### config.mk
export PLATFORM = sky130hd
export DESIGN_NAME = transparent_blit_engine
export DESIGN_NICKNAME = d
export VERILOG_FILES = /design/src/rtl/tbe_pkg.sv /design/src/rtl/transparent_blit_engine.sv
export SDC_FILE = /design/constraint.sdc
export NUM_CORES = 2
export LEC_CHECK = 0
export BUFFER_PORTS_ARGS = -buffer_cell sky130_fd_sc_hd__buf_4
export CAP_MARGIN = 0
export CORE_ASPECT_RATIO = 1.25
export CORE_UTILIZATION = 50
export DETAILED_ROUTE_END_ITERATION = 8
export HOLD_SLACK_MARGIN = 0.05
export PLACE_DENSITY = 0.67
export SYNTH_ARGS = -nofsm -noshare
export SYNTH_HDL_FRONTEND = slang
export SYNTH_SLANG_ARGS = --single-unit
### constraint.sdc
create_clock -name clk -period 11.7 [get_ports clk]
set_input_delay 2.34 -clock clk [delete_from_list [all_inputs] [get_ports clk]]
set_output_delay 2.34 -clock clk [all_outputs]
set_load 0.1 [all_outputs]
### src/rtl/tbe_pkg.sv
// shared types and constants of the transparent blit engine
package tbe_pkg;

    // coordinate width actually used out of each 16-bit field (8 to 16)
    localparam int COORD_BITS = 16;

    typedef logic [COORD_BITS-1:0] coord_t;
    typedef logic [COORD_BITS:0]   coord_ext_t;

    // configuration register indexes
    localparam int CFG_INDEX_BITS = 3;
    localparam logic [CFG_INDEX_BITS-1:0] CFG_MODE           = 3'd0;
    localparam logic [CFG_INDEX_BITS-1:0] CFG_DEST_RECT      = 3'd1;
    localparam logic [CFG_INDEX_BITS-1:0] CFG_SRC_RECT       = 3'd2;
    localparam logic [CFG_INDEX_BITS-1:0] CFG_SCREEN_SIZE    = 3'd3;
    localparam logic [CFG_INDEX_BITS-1:0] CFG_OVERRIDE_COLOR = 3'd4;

    // blit modes
    localparam logic [1:0] MODE_COPY     = 2'd0;
    localparam logic [1:0] MODE_OVERRIDE = 2'd1;
    localparam logic [1:0] MODE_MIRROR_X = 2'd2;
    localparam logic [1:0] MODE_MIRROR_Y = 2'd3;

    // request kinds
    localparam logic ACT_START = 1'b0;
    localparam logic ACT_PIXEL = 1'b1;

    // stream widths
    localparam int IN_DATA_BITS  = 32;
    localparam int OUT_DATA_BITS = 104;

    // one result, done flag travels as tlast
    typedef struct packed {
        logic        fetch_valid;
        logic [15:0] fetch_x;
        logic [15:0] fetch_y;
        logic        write_valid;
        logic [31:0] write_addr;
        logic [31:0] write_data;
        logic        done_res;
    } result_t;

endpackage

### src/rtl/transparent_blit_engine.sv
// transparent blit engine: copy, override-color copy and mirror passes with alpha key
//
// A start request (tuser = 0) begins a pass and is answered with the first coordinate to
// fetch, or with tlast and no fetch if the area is empty. Each pixel request (tuser = 1)
// returns the fetched color; the result carries a framebuffer write when alpha is nonzero,
// plus the next fetch coordinate, or tlast when the pass is over. Exactly one result comes
// back per request. The block takes one request per clock cycle and keeps doing so while
// results flow out; a taken request is held in the input register and its result in the
// result register, where it waits until it is accepted.
// The rate is set by the position counters, which step once per request, combinationally
// next to one 32x32 multiply-add for the write address. Configuration registers are read
// live and should be written while no request is in flight.
module transparent_blit_engine
(
    input  logic        clk,
    input  logic        rst_n,
    // configuration write port
    input  logic                                cfg_we,
    input  logic [tbe_pkg::CFG_INDEX_BITS-1:0]  cfg_index,
    input  logic [63:0]                         cfg_data,
    // request stream
    input  logic                                s_tvalid,
    output logic                                s_tready,
    input  logic [tbe_pkg::IN_DATA_BITS-1:0]    s_tdata,   // pixel[31:0]
    input  logic [0:0]                          s_tuser,   // action[0]
    // result stream
    output logic                                m_tvalid,
    input  logic                                m_tready,
    // fetch_valid[0], fetch_x[16:1], fetch_y[32:17], write_valid[33],
    // write_addr[65:34], write_data[97:66], zero pad[103:98]
    output logic [tbe_pkg::OUT_DATA_BITS-1:0]   m_tdata,
    output logic                                m_tlast    // done_res
);

    // configuration
    logic [1:0]  mode_reg;
    logic [63:0] dest_rect_reg;
    logic [63:0] src_rect_reg;
    logic [31:0] screen_size_reg;
    logic [31:0] override_color_reg;

    // input register
    logic        in_valid_reg;
    logic        in_action_reg;
    logic [31:0] in_pixel_reg;

    // pass state
    logic             busy_reg, busy_next;
    tbe_pkg::coord_t  dest_x_reg, dest_x_next;
    tbe_pkg::coord_t  dest_y_reg, dest_y_next;
    tbe_pkg::coord_t  source_x_reg, source_x_next;
    tbe_pkg::coord_t  source_y_reg, source_y_next;

    // result register
    logic              out_valid_reg;
    tbe_pkg::result_t  out_reg;
    tbe_pkg::result_t  res_next;

    logic advance;

    // register fields
    tbe_pkg::coord_t dx0, dy0, dx1, dy1, sx0, sy0, sx1, sy1, scr_w, scr_h;
    tbe_pkg::coord_t xlim, ylim;
    logic            copy_mode;
    logic            more;
    logic            opaque;
    logic [31:0]     wx, wy, pitch, wy_scaled;
    tbe_pkg::coord_ext_t inc_dx, inc_dy, inc_sx, inc_sy;

    assign dx0   = dest_rect_reg[tbe_pkg::COORD_BITS-1:0];
    assign dy0   = dest_rect_reg[16 +: tbe_pkg::COORD_BITS];
    assign dx1   = dest_rect_reg[32 +: tbe_pkg::COORD_BITS];
    assign dy1   = dest_rect_reg[48 +: tbe_pkg::COORD_BITS];
    assign sx0   = src_rect_reg[tbe_pkg::COORD_BITS-1:0];
    assign sy0   = src_rect_reg[16 +: tbe_pkg::COORD_BITS];
    assign sx1   = src_rect_reg[32 +: tbe_pkg::COORD_BITS];
    assign sy1   = src_rect_reg[48 +: tbe_pkg::COORD_BITS];
    assign scr_w = screen_size_reg[tbe_pkg::COORD_BITS-1:0];
    assign scr_h = screen_size_reg[16 +: tbe_pkg::COORD_BITS];

    assign xlim = (dx1 < scr_w) ? dx1 : scr_w;
    assign ylim = (dy1 < scr_h) ? dy1 : scr_h;

    assign copy_mode = (mode_reg == tbe_pkg::MODE_COPY) || (mode_reg == tbe_pkg::MODE_OVERRIDE);
    assign opaque    = (in_pixel_reg[31:24] != 8'd0);

    assign inc_dx = {1'b0, dest_x_reg} + 1'b1;
    assign inc_dy = {1'b0, dest_y_reg} + 1'b1;
    assign inc_sx = {1'b0, source_x_reg} + 1'b1;
    assign inc_sy = {1'b0, source_y_reg} + 1'b1;

    // write target, wrapping to 32 bits in the mirror modes
    always_comb
    begin
        unique case (mode_reg)
            tbe_pkg::MODE_MIRROR_X:
            begin
                wx = 32'({dx1, 1'b0}) - 32'd1 - 32'(source_x_reg);
                wy = 32'(source_y_reg);
            end
            tbe_pkg::MODE_MIRROR_Y:
            begin
                wx = 32'(source_x_reg);
                wy = 32'({dy1, 1'b0}) - 32'd1 - 32'(source_y_reg);
            end
            default:
            begin
                wx = 32'(dest_x_reg);
                wy = 32'(dest_y_reg);
            end
        endcase
    end

    assign pitch     = 32'(scr_w);
    assign wy_scaled = wy * pitch;

    // per-request step of the pass
    always_comb
    begin
        busy_next     = busy_reg;
        dest_x_next   = dest_x_reg;
        dest_y_next   = dest_y_reg;
        source_x_next = source_x_reg;
        source_y_next = source_y_reg;
        more          = 1'b0;
        res_next      = '0;

        if (in_action_reg == tbe_pkg::ACT_START)
        begin
            if (copy_mode)
            begin
                if (dx0 < xlim && dy0 < ylim)
                begin
                    more          = 1'b1;
                    dest_x_next   = dx0;
                    dest_y_next   = dy0;
                    source_x_next = sx0;
                    source_y_next = sy0;
                end
            end
            else if (dx0 < dx1 && dy0 < dy1)
            begin
                more          = 1'b1;
                source_x_next = dx0;
                source_y_next = dy0;
                dest_x_next   = dx0;
                dest_y_next   = dy0;
            end
        end
        else if (busy_reg)
        begin
            if (opaque)
            begin
                res_next.write_valid = 1'b1;
                res_next.write_addr  = wx + wy_scaled;
                res_next.write_data  = (mode_reg == tbe_pkg::MODE_OVERRIDE) ?
                                       override_color_reg : in_pixel_reg;
            end
            if (copy_mode)
            begin
                if (inc_dx < {1'b0, xlim})
                begin
                    more          = 1'b1;
                    dest_x_next   = inc_dx[tbe_pkg::COORD_BITS-1:0];
                    source_x_next = (inc_sx >= {1'b0, sx1}) ?
                                    sx0 : inc_sx[tbe_pkg::COORD_BITS-1:0];
                end
                else if (inc_dy < {1'b0, ylim} && dx0 < xlim)
                begin
                    more          = 1'b1;
                    dest_y_next   = inc_dy[tbe_pkg::COORD_BITS-1:0];
                    source_y_next = (inc_sy >= {1'b0, sy1}) ?
                                    sy0 : inc_sy[tbe_pkg::COORD_BITS-1:0];
                    dest_x_next   = dx0;
                    source_x_next = sx0;
                end
            end
            else
            begin
                if (inc_sx < {1'b0, dx1})
                begin
                    more          = 1'b1;
                    source_x_next = inc_sx[tbe_pkg::COORD_BITS-1:0];
                    dest_x_next   = inc_sx[tbe_pkg::COORD_BITS-1:0];
                    dest_y_next   = source_y_reg;
                end
                else if (inc_sy < {1'b0, dy1})
                begin
                    more          = 1'b1;
                    source_y_next = inc_sy[tbe_pkg::COORD_BITS-1:0];
                    source_x_next = dx0;
                    dest_y_next   = inc_sy[tbe_pkg::COORD_BITS-1:0];
                    dest_x_next   = dx0;
                end
            end
        end

        // a pixel while idle leaves everything as is and answers all zeros
        if (in_action_reg == tbe_pkg::ACT_START || busy_reg)
        begin
            busy_next = more;
            if (more)
            begin
                res_next.fetch_valid = 1'b1;
                res_next.fetch_x     = 16'(source_x_next);
                res_next.fetch_y     = 16'(source_y_next);
            end
            else
            begin
                res_next.done_res = 1'b1;
            end
        end
    end

    // the held request moves on when the result slot is free or being drained
    assign advance  = in_valid_reg && (!out_valid_reg || m_tready);
    assign s_tready = !in_valid_reg || advance;

    always_ff @(posedge clk or negedge rst_n)
    begin
        if (!rst_n)
        begin
            mode_reg           <= tbe_pkg::MODE_COPY;
            dest_rect_reg      <= '0;
            src_rect_reg       <= '0;
            screen_size_reg    <= '0;
            override_color_reg <= '0;
        end
        else if (cfg_we)
        begin
            unique case (cfg_index)
                tbe_pkg::CFG_MODE:           mode_reg           <= cfg_data[1:0];
                tbe_pkg::CFG_DEST_RECT:      dest_rect_reg      <= cfg_data;
                tbe_pkg::CFG_SRC_RECT:       src_rect_reg       <= cfg_data;
                tbe_pkg::CFG_SCREEN_SIZE:    screen_size_reg    <= cfg_data[31:0];
                tbe_pkg::CFG_OVERRIDE_COLOR: override_color_reg <= cfg_data[31:0];
                default:                     ;
            endcase
        end
    end

    always_ff @(posedge clk or negedge rst_n)
    begin
        if (!rst_n)
        begin
            in_valid_reg <= 1'b0;
        end
        else if (s_tready)
        begin
            in_valid_reg <= s_tvalid;
        end
    end

    always_ff @(posedge clk)
    begin
        if (s_tready && s_tvalid)
        begin
            in_action_reg <= s_tuser[0];
            in_pixel_reg  <= s_tdata;
        end
    end

    always_ff @(posedge clk or negedge rst_n)
    begin
        if (!rst_n)
        begin
            busy_reg     <= 1'b0;
            dest_x_reg   <= '0;
            dest_y_reg   <= '0;
            source_x_reg <= '0;
            source_y_reg <= '0;
        end
        else if (advance)
        begin
            busy_reg     <= busy_next;
            dest_x_reg   <= dest_x_next;
            dest_y_reg   <= dest_y_next;
            source_x_reg <= source_x_next;
            source_y_reg <= source_y_next;
        end
    end

    always_ff @(posedge clk or negedge rst_n)
    begin
        if (!rst_n)
        begin
            out_valid_reg <= 1'b0;
        end
        else if (advance)
        begin
            out_valid_reg <= 1'b1;
        end
        else if (m_tready)
        begin
            out_valid_reg <= 1'b0;
        end
    end

    always_ff @(posedge clk)
    begin
        if (advance)
        begin
            out_reg <= res_next;
        end
    end

    assign m_tvalid = out_valid_reg;
    assign m_tlast  = out_reg.done_res;
    assign m_tdata  = {6'd0, out_reg.write_data, out_reg.write_addr, out_reg.write_valid,
                       out_reg.fetch_y, out_reg.fetch_x, out_reg.fetch_valid};

    // a result never both asks for a fetch and ends the pass
    assert property (@(posedge clk) disable iff (!rst_n)
        out_valid_reg |-> !(out_reg.fetch_valid && out_reg.done_res))
        else $error("result carries fetch and done together");

    // after a step the pass is running exactly when that result asked for a fetch
    assert property (@(posedge clk) disable iff (!rst_n)
        advance |=> (busy_reg == out_reg.fetch_valid))
        else $error("busy flag disagrees with fetch request");

    // a start request never produces a framebuffer write
    assert property (@(posedge clk) disable iff (!rst_n)
        (advance && in_action_reg == tbe_pkg::ACT_START) |=> !out_reg.write_valid)
        else $error("write issued for a start request");

    // a held request is not lost or overwritten while the result side stalls
    assert property (@(posedge clk) disable iff (!rst_n)
        (in_valid_reg && !advance) |=> (in_valid_reg && $stable(in_pixel_reg)))
        else $error("held request dropped");

    // a write only comes from a running pass, so it ends or continues it
    assert property (@(posedge clk) disable iff (!rst_n)
        (out_valid_reg && out_reg.write_valid) |-> (out_reg.fetch_valid || out_reg.done_res))
        else $error("write outside a pass");

endmodule
==> metrics.cfg <==
[floorplanning]
io_pins = 212
dieWidth_um = 249
core_mm2 = 0.0750
die_area_mm2 = 0.0772
dieHeight_um = 310
initial_core_util = 0.507
core.rowCount = 112

[placement]
io_buffers = 205
dp_slack_ns = 1.63
dpl.hpwl_um = 103000
routabilityCongestion = 1.04
placed_area_mm2 = 0.0406

[setup_path]
criticalPathCategory = reg2reg
crit_slowest_cell = a21oi_1
setup.worst_path.end_class = flop
slowest_delay_ns = 1.02
cp_max_fo = 16
path_common_cell = fa_1
start_kind = flop
cp.required_ns = 12.07
arrival_ns = 10.59

[yosys]
ys_ff_latch = 393
ys_types = 80
synth.most_common_cell = inv_1
ys.flop_type = dfrtp_1
synthSimpleGateAreaFrac = 0.149
yosysSeqAreaShare = 0.276
async_flop_share = 0.664
avgSynthCellArea_um2 = 8.93
synth-edff-count = 132
synth_warnings = 0
yosys-top-cells-count = inv_1, nand2_1, fa_1
synthMuxAreaShare = 0.0555
synth-xor-area-share = 0.0348
syn_inst = 4256
synth_top_family_by_area = adder cells
synth_compound_area_frac = 0.153
synth.area.top_cells = dfrtp_1, fa_1, edfxtp_1
synthAdderAreaFrac = 0.253
synth.top_cell.area_share = 0.172
netlist_area_mm2 = 0.0380
yosys.area.top_type = dfrtp_1

[clock_network]
post_cts_resized = 0
numCtsBuffers = 45
cts_root_buffer = clkbuf_16
clockBufferDepth = 3
clock_latency_ns = 0.63
cts_tree = built
postCtsHoldBufs = 0
clock_sinks = 393
htreeDepth = 2
cts_setup_buffers = 0
cts.clk_slew.worst_paths_ns = 0.06

[min_path]
min_path_type = reg2reg

[routing]
wl_met1_um = 48900
dr_wl_met3_um = 9410
routed.top_layer = met5
drc = 0
dr.pass1.iters = 7
ant_nets = 0
drt_iter0_drc = 3015
routed_wl_um = 135000
wl_met2_um = 64400
avgRoutedWirePerCell_um = 25.1
num_vias = 32900
vias_per_cell = 6.13

[timing]
worst_slew_pin_slew_ns = 1.42
timing.fmax_mhz = 97.9
fin_skew_ns = 0.0276
hold_viol = 0
setup_viol = 0
final.setup.tns_ns = 0
maxSlewViolCount = 0
rsz0062_at_grt = false
period_needed_ns = 10.22
period_share = 0.873
finalWorstSetupSlack_ns = 1.48
max_slew_margin = 0.0477

[final_layout]
fin_nets = 5061
drive_above_1_share = 0.129
multiInputGateArea_mm2 = 0.0246
largest_register_ffs = 98
fillers = 6719
regArea_mm2 = 0.0105
synthToLayoutAreaGrowth_pct = 11.3
final_area_mm2 = 0.0423

[global_routing]
grt_usage = 0.352
grt_max_degree = 98
grt_pass1_vias = 33000
antenna_found_initial = 5
grt_pass1_wl_um = 203000
grt.overflow.total = 0

[job]
drv_cap = 0

[status]
status = completed

## logic make-up (layout without fill, tap and decap cells)
kind of cell	count (synthesis)	count (layout)
buffers and inverters	790	933
adder cells (fa/ha/maj)	590	590
XOR/XNOR	148	148
other	1	7
multiplexers	191	191
flip-flops	393	393
AO/OA/AOI/OAI	924	924
AND/OR/NAND/NOR	1219	1219
## cell usage in the layout, fill, tap and decap left out, types with 115 or more instances in the layout
cell type	netlist	routed
nor2_1	212	209
ha_1	290	290
fa_1	299	299
inv_1	544	543
mux2_2	158	158
a21oi_1	243	241
dfrtp_1	261	260
xnor2_1	115	115
o21ai_0	288	286
nand3_1	138	138
buf_4	6	296
nand2_1	491	491
edfxtp_1	132	132
and2_1	137	137
## layout make-up
cell class,count,area share
Antenna cell,1,0.0000592
Clock buffer,62,0.0315
Timing Repair Buffer,298,0.0534
Inverter,551,0.0490
Tap cell,969,0.0287
Sequential cell,393,0.248
Clock inverter,22,0.00760
Multi-Input combinational cell,3078,0.582
## path summary, 6_finish.rpt
kind	start	endpoint	slack [ns]	cells past startpoint
worst min register to register	in_valid_reg	m_tvalid	0.50	1
worst min-delay path	in_valid_reg	m_tvalid	0.50	1
min in group asynchronous	rst_n	src_rect_reg[54]	1.66	1
worst max-delay path	dest_rect_reg[48]	m_tdata[65]	1.48	36
worst max register to register	dest_rect_reg[48]	m_tdata[65]	1.48	36
max in group asynchronous	rst_n	mode_reg[1]	8.59	2
## metrics by stage
stage,instances,utilization,hold WS [ns]
after floorplan,4261,-,0.457
after global placement,5289,0.542,0.474
after detailed placement,5289,0.542,0.490
after CTS,5373,0.564,0.502
after global routing,5373,0.564,0.519
final,5374,0.564,0.498
## metal layers
metal / vias to the layer above / track usage
met1: 16100 / 0.399
met5: - / 0
met4: 12 / 0.278
met3: 550 / 0.0569
met2: 1615 / 0.597
li1: 14700 / -
## worst max-delay path: cells and delay by family (launching register included)
family / cells / cell delay [ns]
AO/OA/AOI/OAI: 11 / 3.12
XOR/XNOR: 3 / 0.68
adder cells (fa/ha/maj): 9 / 3.61
buffers and inverters: 5 / 0.40
flip-flops: 1 / 0.49
AND/OR/NAND/NOR: 8 / 1.66
Power is left out: the tool's default activity adds up to more than one toggle a clock period on the data nets, which glitch-free logic cannot reach.
